<file path="config.mk">
export PLATFORM = sky130hd
export DESIGN_NAME = rational_normalize_top
export DESIGN_NICKNAME = d
export VERILOG_FILES = /design/src/rn_pkg.sv /design/src/rational_normalize_top.sv /design/src/rn_divider.sv /design/src/rn_seq.sv
export SDC_FILE = /design/constraint.sdc
export NUM_CORES = 1
export LEC_CHECK = 0
export BUFFER_PORTS_ARGS = -buffer_cell sky130_fd_sc_hd__buf_4
export CAP_MARGIN = 30
export CELL_PAD_IN_SITES_DETAIL_PLACEMENT = 1
export CELL_PAD_IN_SITES_GLOBAL_PLACEMENT = 2
export CORE_AREA = 5 5 205 306
export CTS_BUF_LIST = sky130_fd_sc_hd__clkbuf_16
export CTS_CLUSTER_DIAMETER = 40
export DETAILED_ROUTE_END_ITERATION = 16
export DIE_AREA = 0 0 210 311
export PLACE_DENSITY_LB_ADDON = 0.12
export SYNTH_ARGS = -nofsm -noshare
export SYNTH_HDL_FRONTEND = slang
export SYNTH_SLANG_ARGS = --single-unit
</file>
<file path="constraint.sdc">
create_clock -name i_clk -period 5.82 [get_ports i_clk]
set_input_delay 0 -clock i_clk [delete_from_list [all_inputs] [get_ports i_clk]]
set_output_delay 0 -clock i_clk [all_outputs]
set_load 0.02 [all_outputs]
</file>
<file path="src/rn_pkg.sv">
// Package for the fraction reducer: payload structs, divider handshake structs,
// sequencer state type and shared constants. Depends on nothing.

package rn_pkg;

    // Width of one fraction part. The result denominator is one bit narrower.
    localparam int DATA_W = 32;

    // Input item: signed numerator and signed denominator.
    typedef struct packed {
        logic signed [DATA_W-1:0] num_in;
        logic signed [DATA_W-1:0] den_in;
    } t_rn_in;

    // Result item: signed reduced numerator and nonnegative reduced denominator.
    typedef struct packed {
        logic signed [DATA_W-1:0] num_out;
        logic        [DATA_W-2:0] den_out;
    } t_rn_out;

    // Request to the shared divider.
    typedef struct packed {
        logic              start;
        logic [DATA_W-1:0] dividend;
        logic [DATA_W-1:0] divisor;
    } t_div_req;

    // Response from the shared divider; quotient and remainder hold while idle.
    typedef struct packed {
        logic              done;
        logic [DATA_W-1:0] quo;
        logic [DATA_W-1:0] rem;
    } t_div_rsp;

    // Sequencer states.
    typedef enum logic [2:0] {
        S_IDLE,
        S_GCD_CHK,
        S_GCD_WAIT,
        S_RN_WAIT,
        S_RD_WAIT,
        S_DONE
    } t_rn_state;

endpackage

</file>
<file path="src/rational_normalize_top.sv">
// Top level of the fraction reducer: input handshake, sequencer, shared divider
// and output register. Depends on rn_pkg, rn_divider and rn_seq.
//
//   channel  direction  handshake              payload
//   in       input      i_in_valid/o_in_stall  i_in_data  (rn_pkg::t_rn_in)
//   out      output     o_out_valid/i_out_stall o_out_data (rn_pkg::t_rn_out)
//
// A zero part sends the sequencer straight to its done state, from which the result
// moves to the output register; otherwise it runs k Euclid remainder steps, each a
// compare state plus a divider pass, then the numerator and denominator divisions.
// The input stall drops once the result has left the sequencer for the output register.
// Reset is synchronous and clears the sequencer, divider control and output valid only.
// A stalled result holds in the output register while the next item is worked on.

module rational_normalize_top (
    input  logic            i_clk,
    input  logic            i_rst_n,
    input  logic            i_in_valid,
    output logic            o_in_stall,
    input  rn_pkg::t_rn_in  i_in_data,
    output logic            o_out_valid,
    input  logic            i_out_stall,
    output rn_pkg::t_rn_out o_out_data
);
    import rn_pkg::*;

    t_div_req w_div_req;
    t_div_rsp w_div_rsp;
    t_rn_out  w_res_data;
    logic     w_res_valid;
    logic     w_res_take;
    logic     w_busy;
    logic     w_in_fire;

    logic     r_out_valid;
    t_rn_out  r_out_data;

    assign o_in_stall = w_busy;
    assign w_in_fire  = i_in_valid && !w_busy;
    assign w_res_take = !r_out_valid || !i_out_stall;

    rn_seq u_seq (
        .i_clk       (i_clk),
        .i_rst_n     (i_rst_n),
        .i_in_fire   (w_in_fire),
        .i_in_data   (i_in_data),
        .o_busy      (w_busy),
        .o_res_valid (w_res_valid),
        .o_res_data  (w_res_data),
        .i_res_take  (w_res_take),
        .o_div_req   (w_div_req),
        .i_div_rsp   (w_div_rsp)
    );

    rn_divider u_div (
        .i_clk   (i_clk),
        .i_rst_n (i_rst_n),
        .i_req   (w_div_req),
        .o_rsp   (w_div_rsp)
    );

    // Output register: loads a finished result whenever it is empty or being taken.
    always_ff @(posedge i_clk) begin
        if (!i_rst_n) begin
            r_out_valid <= 1'b0;
        end else if (w_res_take) begin
            r_out_valid <= w_res_valid;
        end
    end

    always_ff @(posedge i_clk) begin
        if (w_res_take && w_res_valid) begin
            r_out_data <= w_res_data;
        end
    end

    assign o_out_valid = r_out_valid;
    assign o_out_data  = r_out_data;

endmodule

</file>
<file path="src/rn_divider.sv">
// Shared unsigned restoring divider, one quotient bit per cycle.
// Depends on rn_pkg for the request and response structs.

module rn_divider (
    input  logic             i_clk,
    input  logic             i_rst_n,
    input  rn_pkg::t_div_req i_req,
    output rn_pkg::t_div_rsp o_rsp
);
    import rn_pkg::*;

    localparam int CNT_W = $clog2(DATA_W);

    logic              r_busy;
    logic              r_done;
    logic [CNT_W-1:0]  r_cnt;
    logic [DATA_W-1:0] r_rem;
    logic [DATA_W-1:0] r_quo;
    logic [DATA_W-1:0] r_div;

    logic [DATA_W:0]   n_shift;
    logic [DATA_W:0]   n_trial;
    logic              n_fit;

    // One restoring step: shift in the next dividend bit and try to subtract.
    always_comb begin
        n_shift = {r_rem, r_quo[DATA_W-1]};
        n_trial = n_shift - {1'b0, r_div};
        n_fit   = !n_trial[DATA_W];
    end

    // Control: busy for DATA_W steps after a start, then a one-cycle done.
    always_ff @(posedge i_clk) begin
        if (!i_rst_n) begin
            r_busy <= 1'b0;
            r_done <= 1'b0;
            r_cnt  <= '0;
        end else begin
            r_done <= 1'b0;
            if (i_req.start) begin
                r_busy <= 1'b1;
                r_cnt  <= '0;
            end else if (r_busy) begin
                r_cnt <= r_cnt + 1'b1;
                if (r_cnt == CNT_W'(DATA_W - 1)) begin
                    r_busy <= 1'b0;
                    r_done <= 1'b1;
                end
            end
        end
    end

    // Datapath: the quotient register starts as the dividend and fills from the right.
    always_ff @(posedge i_clk) begin
        if (i_req.start) begin
            r_rem <= '0;
            r_quo <= i_req.dividend;
            r_div <= i_req.divisor;
        end else if (r_busy) begin
            r_rem <= n_fit ? n_trial[DATA_W-1:0] : n_shift[DATA_W-1:0];
            r_quo <= {r_quo[DATA_W-2:0], n_fit};
        end
    end

    assign o_rsp.done = r_done;
    assign o_rsp.quo  = r_quo;
    assign o_rsp.rem  = r_rem;

endmodule

</file>
<file path="src/rn_seq.sv">
// Sequencer of the fraction reducer: Euclid's loop and the two final divisions
// on the shared divider, plus sign and saturation handling. Depends on rn_pkg.

module rn_seq (
    input  logic             i_clk,
    input  logic             i_rst_n,
    input  logic             i_in_fire,
    input  rn_pkg::t_rn_in   i_in_data,
    output logic             o_busy,
    output logic             o_res_valid,
    output rn_pkg::t_rn_out  o_res_data,
    input  logic             i_res_take,
    output rn_pkg::t_div_req o_div_req,
    input  rn_pkg::t_div_rsp i_div_rsp
);
    import rn_pkg::*;

    t_rn_state r_state, n_state;

    logic [DATA_W-1:0] r_a, n_a;
    logic [DATA_W-1:0] r_b, n_b;
    logic [DATA_W-1:0] r_g, n_g;
    logic [DATA_W-1:0] r_nmag, n_nmag;
    logic [DATA_W-1:0] r_dmag, n_dmag;
    logic [DATA_W-1:0] r_rn, n_rn;
    logic              r_neg, n_neg;
    logic              r_a_gt, n_a_gt;
    t_rn_out           r_res, n_res;

    logic              w_any_zero;
    logic              w_a_gt;
    logic [DATA_W-1:0] w_rd;
    logic [DATA_W-1:0] w_neg_rn;

    // Two's complement magnitude; the most negative value maps to 2^(DATA_W-1).
    function automatic logic [DATA_W-1:0] mag_of(input logic [DATA_W-1:0] v);
        return v[DATA_W-1] ? (~v + 1'b1) : v;
    endfunction

    assign w_any_zero = (r_a == '0) || (r_b == '0);
    assign w_a_gt     = r_a > r_b;
    assign w_rd       = i_div_rsp.quo;
    assign w_neg_rn   = ~r_rn + 1'b1;

    // Next state.
    always_comb begin
        n_state = r_state;
        case (r_state)
            S_IDLE: begin
                if (i_in_fire) begin
                    if (i_in_data.num_in == '0 || i_in_data.den_in == '0) begin
                        n_state = S_DONE;
                    end else begin
                        n_state = S_GCD_CHK;
                    end
                end
            end
            S_GCD_CHK: begin
                n_state = w_any_zero ? S_RN_WAIT : S_GCD_WAIT;
            end
            S_GCD_WAIT: begin
                if (i_div_rsp.done) begin
                    n_state = S_GCD_CHK;
                end
            end
            S_RN_WAIT: begin
                if (i_div_rsp.done) begin
                    n_state = S_RD_WAIT;
                end
            end
            S_RD_WAIT: begin
                if (i_div_rsp.done) begin
                    n_state = S_DONE;
                end
            end
            S_DONE: begin
                if (i_res_take) begin
                    n_state = S_IDLE;
                end
            end
            default: begin
                n_state = S_IDLE;
            end
        endcase
    end

    // Outputs: divider launches and handshake status.
    always_comb begin
        o_div_req   = '0;
        o_busy      = 1'b1;
        o_res_valid = 1'b0;
        case (r_state)
            S_IDLE: begin
                o_busy = 1'b0;
            end
            S_GCD_CHK: begin
                o_div_req.start = 1'b1;
                if (w_any_zero) begin
                    // The loop has ended: divide the numerator by the gcd.
                    o_div_req.dividend = r_nmag;
                    o_div_req.divisor  = r_a | r_b;
                end else if (w_a_gt) begin
                    o_div_req.dividend = r_a;
                    o_div_req.divisor  = r_b;
                end else begin
                    o_div_req.dividend = r_b;
                    o_div_req.divisor  = r_a;
                end
            end
            S_RD_WAIT: begin
                // Nothing to launch here; the denominator division runs already.
            end
            S_RN_WAIT: begin
                o_div_req.start    = i_div_rsp.done;
                o_div_req.dividend = r_dmag;
                o_div_req.divisor  = r_g;
            end
            S_DONE: begin
                o_res_valid = 1'b1;
            end
            default: begin
            end
        endcase
    end

    // Datapath next values.
    always_comb begin
        n_a    = r_a;
        n_b    = r_b;
        n_g    = r_g;
        n_nmag = r_nmag;
        n_dmag = r_dmag;
        n_rn   = r_rn;
        n_neg  = r_neg;
        n_a_gt = r_a_gt;
        n_res  = r_res;
        case (r_state)
            S_IDLE: begin
                n_nmag = mag_of(i_in_data.num_in);
                n_dmag = mag_of(i_in_data.den_in);
                n_a    = mag_of(i_in_data.num_in);
                n_b    = mag_of(i_in_data.den_in);
                n_neg  = i_in_data.num_in[DATA_W-1] ^ i_in_data.den_in[DATA_W-1];
                if (i_in_data.num_in == '0) begin
                    // Zero numerator reads as zero over one.
                    n_res.num_out = '0;
                    n_res.den_out = (DATA_W-1)'(1);
                end else begin
                    // Zero denominator reads as one over zero.
                    n_res.num_out = DATA_W'(1);
                    n_res.den_out = '0;
                end
            end
            S_GCD_CHK: begin
                n_a_gt = w_a_gt;
                n_g    = r_a | r_b;
            end
            S_GCD_WAIT: begin
                if (i_div_rsp.done) begin
                    if (r_a_gt) begin
                        n_a = i_div_rsp.rem;
                    end else begin
                        n_b = i_div_rsp.rem;
                    end
                end
            end
            S_RN_WAIT: begin
                if (i_div_rsp.done) begin
                    n_rn = i_div_rsp.quo;
                end
            end
            S_RD_WAIT: begin
                if (i_div_rsp.done) begin
                    // Saturate magnitudes that do not fit their field.
                    n_res.den_out = w_rd[DATA_W-1] ? '1 : w_rd[DATA_W-2:0];
                    if (r_neg) begin
                        n_res.num_out = w_neg_rn;
                    end else if (r_rn[DATA_W-1]) begin
                        n_res.num_out = {1'b0, {(DATA_W-1){1'b1}}};
                    end else begin
                        n_res.num_out = r_rn;
                    end
                end
            end
            default: begin
            end
        endcase
    end

    // State register.
    always_ff @(posedge i_clk) begin
        if (!i_rst_n) begin
            r_state <= S_IDLE;
        end else begin
            r_state <= n_state;
        end
    end

    // Payload registers.
    always_ff @(posedge i_clk) begin
        r_a    <= n_a;
        r_b    <= n_b;
        r_g    <= n_g;
        r_nmag <= n_nmag;
        r_dmag <= n_dmag;
        r_rn   <= n_rn;
        r_neg  <= n_neg;
        r_a_gt <= n_a_gt;
        r_res  <= n_res;
    end

    assign o_res_data = r_res;

endmodule

</file>
==> results.sh, run 1 <==
export IMPL_rows=110
export IMPL_die_w_microns=210
export IMPL_hold_viol_final=0
export IMPL_grt_overflow=0
export IMPL_powerDensity_nw_per_um2=596.2
export IMPL_synthArstFlopShare=0
export IMPL_period_minus_slack_ns=4.700
export IMPL_synth_commonest_cells="edfxtp_1 (384), nor2_1 (330), inv_1 (167)"
export IMPL_post_route_period_util=0.8076
export IMPL_final_cell_area_sq_um=26570
export IMPL_place_area_sq_um=23790
export IMPL_synth_area_sq_um=21870
export IMPL_synth_nets=2197
export IMPL_nets=2407
export IMPL_clock_sinks=427
export IMPL_syn_inst=2027
export IMPL_hpwlAfterDp_mm=51.80
export IMPL_yosysSeqAreaShare=0.5667
export IMPL_endpoint_kind="flop"
export IMPL_yosysWarnings=0
export IMPL_drtIter0Drc=1245
export IMPL_root_buffer="clkbuf_16"
export IMPL_viasPerCell=5.418
export IMPL_place_gp_congestion=0.8616
export IMPL_cts_inserted_buffers=55
export IMPL_critPathBufInv=2
export IMPL_multi_input_area_sq_um=8499
export IMPL_path_class="reg2reg"
export IMPL_min_path_type="in2reg"
export IMPL_synth_top_cell_by_area="edfxtp_1"
export IMPL_num_fill_cells=6502
export IMPL_antenna_left=0
export IMPL_grt_max_degree=66
export IMPL_synth_cell_types=77
export IMPL_critPathSlowestCell="a211oi_1"
export IMPL_syn_avg_cell_area_sq_um=10.79
export IMPL_h_tree_depth=2
export IMPL_antenna_cells=0
export IMPL_layout_drive_gt1_share=0.1350
export IMPL_maxCapViolations=0
export IMPL_crit_chain="inv_1 > ha_1 > fa_1 > nand2b_1 > a21oi_1 > o2111a_1 > a211oi_1 > o21ai_1 > mux2i_1 > nor2_2 > buf_4 > mux2i_1 > a211oi_1"
export IMPL_route_detailed_drc=0
export IMPL_crit_path_max_fanout=15
export IMPL_insertion_delay_ns=0.60
export IMPL_tightest_slew_ns=0.9528
export IMPL_synth_edf_count=384
export IMPL_clk_path_buf_depth=3
export IMPL_ys_ff_latch=427
export IMPL_cts_clk_slew_worst_paths_ns=0.06
export IMPL_drv_slew=0
export IMPL_fin_tns_setup_ns=0
export IMPL_yosysMostFrequentCell="edfxtp_1"
export IMPL_setup_violations=0
export IMPL_drt_pass1_iterations=9
export IMPL_status="complete, no violations"
export IMPL_ff_latch_area_sq_um=12390
export IMPL_cts_resized=0
export IMPL_grt_pass1_vias=17420
export IMPL_rsz0062_at_grt="false"
export IMPL_io_pins=133
export IMPL_grt_pass1_wl_mm=107.1
export IMPL_dieHeight_microns=311
export IMPL_ys_flop_type="edfxtp_1"
export IMPL_max_freq_mhz=212.8
export IMPL_dieArea_sq_um=65310
export IMPL_io_buffers=132
export IMPL_yosysTopAreaCellShare=0.5273
export IMPL_final_cells=3065
export IMPL_areaGrowthSynthToFinish_pct=21.53
export IMPL_ir_worst_vdd_mv=0.2583
export IMPL_cp_top_family="compound AO/OA/AOI/OAI gates"
export IMPL_cp_arrival_ns=5.14
export IMPL_leakagePower_nw=10.10
export IMPL_cts_tree="yes"
export IMPL_start_util=0.3661
export IMPL_dr_total_vias=16610
export IMPL_core_sq_um=59730
export IMPL_critPathRequiredTime_ns=6.26
export IMPL_antenna_found_initial=0
export IMPL_fin_skew_ns=0.02467
export IMPL_max_stage_delay_ns=0.71
export IMPL_start_kind="flop"
export IMPL_grt_use_total=0.2114
export IMPL_wl_mm=70.66
export IMPL_slew_headroom=0.3648
export IMPL_ys_top_cells_by_area="edfxtp_1 (53%), ha_1 (5.8%), nor2_1 (5.7%), dfxtp_1 (3.9%), a21oi_1 (3.3%)"
export IMPL_dp_cells=2875
export IMPL_wl_per_cell_microns=23.05
placed cells by master, fill, tap and decap left out, types with 17 or more instances in the layout:
cell type / n
edfxtp_1: 384
nor2_1: 326
inv_1: 172
buf_4: 161
a21oi_1: 145
nand2_1: 117
ha_1: 101
o21ai_0: 98
dlygate4sd3_1: 89
xnor2_1: 68
clkbuf_16: 57
dfxtp_1: 42
o221ai_1: 35
nor4_1: 33
a222oi_1: 31
nor3_1: 30
mux2i_1: 26
a31oi_1: 24
a311oi_1: 22
xor2_1: 21
or3_1: 18
a21o_1: 17
worst paths after layout:
| kind | start | depth (start not counted) | to | slack, ns |
|---|---|---|---|---|
| max | u_div.r_quo[31]$_DFFE_PP_ | 13 | u_div.r_rem[8]$_SDFFE_PP0P_ | 1.12 |
| min | i_in_valid | 6 | u_seq.r_state[2]$_SDFFE_PN0P_ | 0.09 |
| max reg2reg | u_div.r_quo[31]$_DFFE_PP_ | 13 | u_div.r_rem[8]$_SDFFE_PP0P_ | 1.12 |
| min reg2reg | u_seq.o_res_data[55]$_SDFFCE_PN0P_ | 0 | o_out_data[55]$_DFFE_PP_ | 0.42 |
timing repair:
item	CTS	global route
setup buffers	0	0
endpoints found under the hold margin	136	0
hold buffers	89	0
metrics by stage:
step	power [mW]	utilization	setup WS, ns	hold slack (ns)
4_1_cts	16.01	0.4449	0.8891	0.06822
6_report	15.84	0.4449	1.120	0.09394
2_1_floorplan	9.909	-	1.471	0.09887
3_3_place_gp	12.17	0.3977	0.9320	0.2091
5_1_grt	16.91	0.4449	0.7887	0.1536
3_5_place_dp	12.37	0.3983	0.9124	0.2122
cell families after synthesis:
| logic type | count (synthesis) | synth area share |
|---|---|---|
| xor gates and xnor gates | 89 | 0.03565 |
| adders and majority gates | 102 | 0.05871 |
| AOI/OAI and AO/OA | 474 | 0.1457 |
| DFF | 427 | 0.5667 |
| and+or+nand+nor | 639 | 0.1338 |
| muxes | 26 | 0.01190 |
| buffers and inverters | 270 | 0.04755 |
layout make-up:
class	count	area share
clock buffers	57	0.05367
clock inverters	44	0.01756
inverters	168	0.02373
multi-input cells	1330	0.3198
flip-flops and latches	427	0.4664
well taps	784	0.03691
repair buffers	255	0.08192
per-layer routing:
layer,up-vias,wire [microns],GRT usage
met5,-,0,0
met4,0,2443,0.07004
met3,122,3057,0.02814
met2,418,35870,0.3790
met1,8224,29290,0.2617
li1,7841,-,-
report_power, final:
group | total (mW) | switching (mW) | internal, mW
sequential | 5.88 | 0.816 | 5.06
combinational | 6.46 | 4.23 | 2.23
clock | 3.51 | 1.40 | 2.11
worst register-to-register path: stages, from the launching register on:
cell      delay, ns
edfxtp_1       0.45
inv_1          0.16
ha_1           0.24
fa_1           0.22
nand2b_1       0.15
a21oi_1        0.13
o2111a_1       0.33
a211oi_1       0.72
o21ai_1        0.38
mux2i_1        0.34
nor2_2         0.70
buf_4          0.42
mux2i_1        0.25
a211oi_1       0.09
(Power assumes the default switching activity.)
==> inputs of run 2 (changes only) <==
Settings changed: CORE_AREA 5 5 205 306 to 5 5 195 291, DIE_AREA 0 0 210 311 to 0 0 200 296.
Clock period 5.82 ns to 4.7 ns, I/O delays scaled along.
==> results.sh, run 2 (synthesis results as in run 1) <==
export IMPL_path_class="reg2reg"
export IMPL_areaGrowthSynthToFinish_pct=21.27
export IMPL_final_cell_mix="edfxtp_1 (384), nor2_1 (326), inv_1 (169)"
export IMPL_post_route_period_util=0.8385
export IMPL_min_path_type="in2reg"
export IMPL_leakagePower_nw=10.15
export IMPL_antenna_cells=0
export IMPL_min_from="i_in_data[32]"
export IMPL_r2r_start="u_div.r_div[0]$_DFFE_PP_"
export IMPL_nets=2414
export IMPL_p_int_mw=11.53
export IMPL_power_frac_comb=0.407
export IMPL_grt_pass1_vias=17540
export IMPL_cts_inserted_buffers=55
export IMPL_rsz0062_at_grt="false"
export IMPL_tightest_slew_ns=0.9113
export IMPL_hpwlAfterDp_mm=49.91
export IMPL_cts_clk_slew_worst_paths_ns=0.06
export IMPL_root_buffer="clkbuf_16"
export IMPL_holdPathStages=2
export IMPL_insertion_delay_ns=0.62
export IMPL_critPathRequiredTime_ns=5.02
export IMPL_setup_violations=0
export IMPL_p_total_mw=19.48
export IMPL_grt_pass1_wl_mm=104.3
export IMPL_critPathSlowestCell="nand2b_1"
export IMPL_slew_headroom=0.3878
export IMPL_layout_drive_gt1_share=0.1344
export IMPL_crit_chain="ha_1 > fa_1 > nand2b_1 > a21oi_1 > o2111a_1 > a211oi_1 > o21ai_1 > mux2i_1 > nand2b_1 > o221ai_1"
export IMPL_die_w_microns=200
export IMPL_dr_total_vias=16560
export IMPL_ir_worst_vdd_mv=0.4570
export IMPL_antenna_left=0
export IMPL_clk_path_buf_depth=3
export IMPL_fin_util=0.4946
export IMPL_drtIter0Drc=1123
export IMPL_clockPowerShare=0.222
export IMPL_period_minus_slack_ns=3.941
export IMPL_start_kind="flop"
export IMPL_path_depth=10
export IMPL_dieHeight_microns=296
export IMPL_finalWorstSetupSlack_ns=0.7591
export IMPL_layout_commonest_cell="edfxtp_1"
export IMPL_clock_sinks=427
export IMPL_h_tree_depth=2
export IMPL_max_stage_delay_ns=0.57
export IMPL_endpoint_kind="flop"
export IMPL_r2r_slack_ns=0.76
export IMPL_min_to="u_seq.r_nmag[0]$_DFFE_PP_"
export IMPL_start_util=0.4079
export IMPL_core_sq_um=53610
export IMPL_drv_slew=0
export IMPL_grt_use_total=0.2278
export IMPL_cp_arrival_ns=4.26
export IMPL_maxCapViolations=0
export IMPL_viasPerCell=5.558
export IMPL_place_area_sq_um=23660
export IMPL_wl_per_cell_microns=22.86
export IMPL_fin_skew_ns=0.02681
export IMPL_route_detailed_drc=0
export IMPL_r2r_end="u_div.r_quo[0]$_DFFE_PP_"
export IMPL_cts_setup_buffers=0
export IMPL_fin_tns_setup_ns=0
export IMPL_grt_overflow=0
export IMPL_antenna_found_initial=1
export IMPL_critPathBufInv=0
export IMPL_final_cell_area_sq_um=26520
export IMPL_status="complete, no violations"
export IMPL_io_pins=133
export IMPL_rows=104
export IMPL_dieArea_sq_um=59200
export IMPL_io_buffers=132
export IMPL_rr_worst_depth=10
export IMPL_hold_viol_final=0
export IMPL_cts_tree="yes"
export IMPL_powerDensity_nw_per_um2=734.7
export IMPL_cp_top_family="compound AO/OA/AOI/OAI gates"
export IMPL_pwr_share_seq=0.371
export IMPL_grt_max_degree=77
export IMPL_wl_mm=68.13
export IMPL_path_common_cell="nand2b_1"
export IMPL_p_sw_mw=7.952
export IMPL_max_freq_mhz=253.8
export IMPL_place_ws_ns=0.7196
export IMPL_swShare=0.4082
export IMPL_crit_path_max_fanout=12
export IMPL_place_gp_congestion=0.8725
export IMPL_drt_pass1_iterations=5
run 2: worst max path at each step:
stage               slack, ns                       end                           from
floorplan                0.35   o_out_data[0]$_DFFE_PP_  u_seq.r_state[0]$_SDFFE_PN0P_
global placement         0.87  u_div.r_quo[0]$_DFFE_PP_       u_div.r_div[5]$_DFFE_PP_
detailed placement       0.72  u_div.r_quo[0]$_DFFE_PP_       u_div.r_div[5]$_DFFE_PP_
CTS                      0.71  u_div.r_quo[0]$_DFFE_PP_       u_div.r_div[0]$_DFFE_PP_
global route             0.48  u_div.r_quo[0]$_DFFE_PP_       u_div.r_div[0]$_DFFE_PP_
finish                   0.76  u_div.r_quo[0]$_DFFE_PP_       u_div.r_div[0]$_DFFE_PP_
run 2: worst reg2reg max path, stage by stage, from the launching register on:
cell and delay [ns]:
edfxtp_1 0.38, ha_1 0.24, fa_1 0.40, nand2b_1 0.18, a21oi_1 0.23, o2111a_1 0.33
a211oi_1 0.19, o21ai_1 0.39, mux2i_1 0.50, nand2b_1 0.57, o221ai_1 0.25
run 2: timing repair:
item                      4_1_cts  5_1_grt
gates resized for setup         0        0
hold endpoints to repair      138        0
hold buffers                   96        0
run 2: metal layers:
metal | part of all wire | routed length, microns | track usage | vias to the layer above
met4 | 0.036 | 2460 | 0.08089 | 0
li1 | - | - | - | 7846
met2 | 0.51 | 34690 | 0.4030 | 357
met1 | 0.42 | 28540 | 0.2863 | 8235
met5 | 0 | 0 | 0 | -
met3 | 0.036 | 2440 | 0.02773 | 124
run 2: power groups by stage:
| stage | sequential [mW] | clock [mW] | combinational [mW] |
|---|---|---|---|
| 2_1_floorplan | 6.88 | 0 | 5.39 |
| 3_3_place_gp | 7.21 | 0 | 7.71 |
| 3_5_place_dp | 7.28 | 0 | 7.88 |
| 4_1_cts | 7.22 | 4.44 | 8.01 |
| 5_1_grt | 7.36 | 4.61 | 8.87 |
| 6_report | 7.22 | 4.33 | 7.93 |
run 2: area by class of cell:
| class | instances | area [sq um] |
|---|---|---|
| clock buffer | 55 | 1376 |
| clock inverter | 49 | 516.7 |
| tap | 689 | 862.1 |
| fill | 5781 | 27090 |
| timing repair buffer | 262 | 2245 |
| sequential | 427 | 12390 |
| inverter | 168 | 630.6 |
| multi-input combinational | 1330 | 8494 |
run 2: per-stage QoR:
step / hold slack (ns) / cells
floorplan: 0.09887 / 2027
global placement: 0.2173 / 2779
detailed placement: 0.2230 / 2780
finish: 0.1401 / 2980
CTS: 0.1143 / 2980
global route: 0.1385 / 2980
==> inputs of run 3 (changes only) <==
Clock period 4.7 ns to 3.85 ns, I/O delays scaled along.
==> results.sh, run 3 (synthesis results as in run 1) <==
export IMPL_period_minus_slack_ns=3.675
export IMPL_wl_mm=69.12
export IMPL_insertion_delay_ns=0.61
export IMPL_antenna_found_initial=2
export IMPL_place_gp_congestion=0.8712
export IMPL_hpwlAfterDp_mm=50.85
export IMPL_clock_sinks=427
export IMPL_rr_worst_depth=14
export IMPL_nets=2456
export IMPL_min_path_type="in2reg"
export IMPL_max_freq_mhz=272.1
export IMPL_hold_viol_final=0
export IMPL_grt_overflow=0
export IMPL_endpoint_kind="flop"
export IMPL_rows=104
export IMPL_r2r_start="u_seq.r_b[29]$_DFFE_PP_"
export IMPL_viasPerCell=5.576
export IMPL_io_buffers=132
export IMPL_antenna_left=0
export IMPL_h_tree_depth=2
export IMPL_critPathRequiredTime_ns=4.21
export IMPL_die_w_microns=200
export IMPL_cp_arrival_ns=4.03
export IMPL_fin_tns_setup_ns=0
export IMPL_wl_per_cell_microns=22.88
export IMPL_holdPathStages=6
export IMPL_slew_headroom=0.3387
export IMPL_cts_tree="yes"
export IMPL_powerDensity_nw_per_um2=903.8
export IMPL_layout_commonest_cell="edfxtp_1"
export IMPL_dieHeight_microns=296
export IMPL_path_class="in2reg"
export IMPL_multi_input_area_sq_um=8498
export IMPL_min_from="i_in_valid"
export IMPL_ir_worst_vdd_mv=0.4654
export IMPL_r2r_slack_ns=0.19
export IMPL_setup_violations=0
export IMPL_crit_chain="dlygate4sd3_1 > buf_4 > inv_1 > ha_1 > nand2_1 > or4_1 > or3_4 > or2_2 > or3_1 > o41ai_2 > xnor2_1 > dlygate4sd3_1"
export IMPL_drt_pass1_iterations=7
export IMPL_critPathSlowestCell="dlygate4sd3_1"
export IMPL_ff_latch_area_sq_um=12390
export IMPL_tightest_slew_ns=0.9920
export IMPL_start_util=0.4079
export IMPL_io_pins=133
export IMPL_r2r_end="u_div.r_div[17]$_DFFE_PP_"
export IMPL_rsz0062_at_grt="false"
export IMPL_clk_path_buf_depth=3
export IMPL_final_cell_mix="edfxtp_1 (384), nor2_1 (326), buf_4 (192)"
export IMPL_grt_use_total=0.2272
export IMPL_core_sq_um=53610
export IMPL_cts_clk_slew_worst_paths_ns=0.06
export IMPL_dieArea_sq_um=59200
export IMPL_grt_pass1_vias=17600
export IMPL_drv_slew=0
export IMPL_grt_pass1_wl_mm=103.9
export IMPL_leakagePower_nw=10.36
export IMPL_status="complete, no violations"
export IMPL_drtIter0Drc=1074
export IMPL_cts_setup_buffers=0
export IMPL_root_buffer="clkbuf_16"
export IMPL_dr_total_vias=16840
export IMPL_cts_inserted_buffers=54
export IMPL_areaGrowthSynthToFinish_pct=22.76
export IMPL_layout_drive_gt1_share=0.1433
export IMPL_p_total_mw=24.26
export IMPL_crit_path_max_fanout=5
export IMPL_path_common_cell="dlygate4sd3_1"
export IMPL_min_to="u_seq.r_state[2]$_SDFFE_PN0P_"
export IMPL_fin_skew_ns=0.01730
export IMPL_maxCapViolations=0
export IMPL_num_fill_cells=5786
export IMPL_post_route_period_util=0.9546
export IMPL_route_detailed_drc=0
export IMPL_start_kind="primary input"
export IMPL_max_stage_delay_ns=0.59
export IMPL_grt_max_degree=65
[run 3: layer usage]
layer	wire [microns]	track usage
met1	28250	0.2801
met3	2693	0.02568
met2	36210	0.4176
met4	1964	0.06398
met5	0	0
[run 3: final cells by class]
cell class	instances	area share
inverters	168	0.02349
flip-flops and latches	427	0.4617
well taps	689	0.03211
clock inverters	45	0.01552
multi-input cells	1330	0.3166
diodes	2	0.0001864
repair buffers	305	0.09918
clock buffers	55	0.05127
[run 3: through the flow]
step	hold WS, ns	cells	util	worst slack (ns)	area, sq um
after floorplan	0.09887	2027	-	0.03346	21870
after global placement	0.2201	2813	0.4469	0.2578	23960
after detailed placement	0.2199	2814	0.4473	0.2356	23980
after CTS	0.09321	3018	0.5002	0.2037	26810
after global routing	0.1487	3021	0.5007	0.02126	26840
final	0.1034	3021	0.5007	0.1749	26840
[run 3: where the power goes]
part / switching, mW / internal [mW]
Sequential: 1.18 / 7.64
Clock: 2.13 / 2.97
Combinational: 6.52 / 3.82
Total: 9.83 / 14.4
[run 3: repair_timing]
action,4_1_cts,5_1_grt
endpoints found under the hold margin,137,0
hold buffers,104,0
gates resized for setup,0,1
endpoints found under the setup margin,0,1
[run 3: critical path: cells and delay by family]
kind / cells / cell delay [ns]
and+or+nand+nor: 5 / 1.91
adders and majority gates: 1 / 0.18
xor gates and xnor gates: 1 / 0.16
AOI/OAI and AO/OA: 1 / 0.37
buffers and inverters: 4 / 1.40
[run 3: how the worst max path moves through the flow]
stage                                  start                    endpoint  slack (ns)  cells past startpoint
2_1_floorplan  u_seq.r_state[2]$_SDFFE_PN0P_    u_div.r_quo[0]$_DFFE_PP_        0.03                      8
3_5_place_dp         u_seq.r_b[29]$_DFFE_PP_   u_div.r_div[17]$_DFFE_PP_        0.24                     14
5_1_grt              u_seq.r_b[29]$_DFFE_PP_   u_div.r_div[17]$_DFFE_PP_        0.02                     14
6_report                        i_in_data[0]  u_seq.r_dmag[30]$_DFFE_PP_        0.17                     12
3_3_place_gp         u_seq.r_b[29]$_DFFE_PP_    u_div.r_quo[0]$_DFFE_PP_        0.26                     14
4_1_cts              u_seq.r_b[29]$_DFFE_PP_   u_div.r_div[17]$_DFFE_PP_        0.20                     14
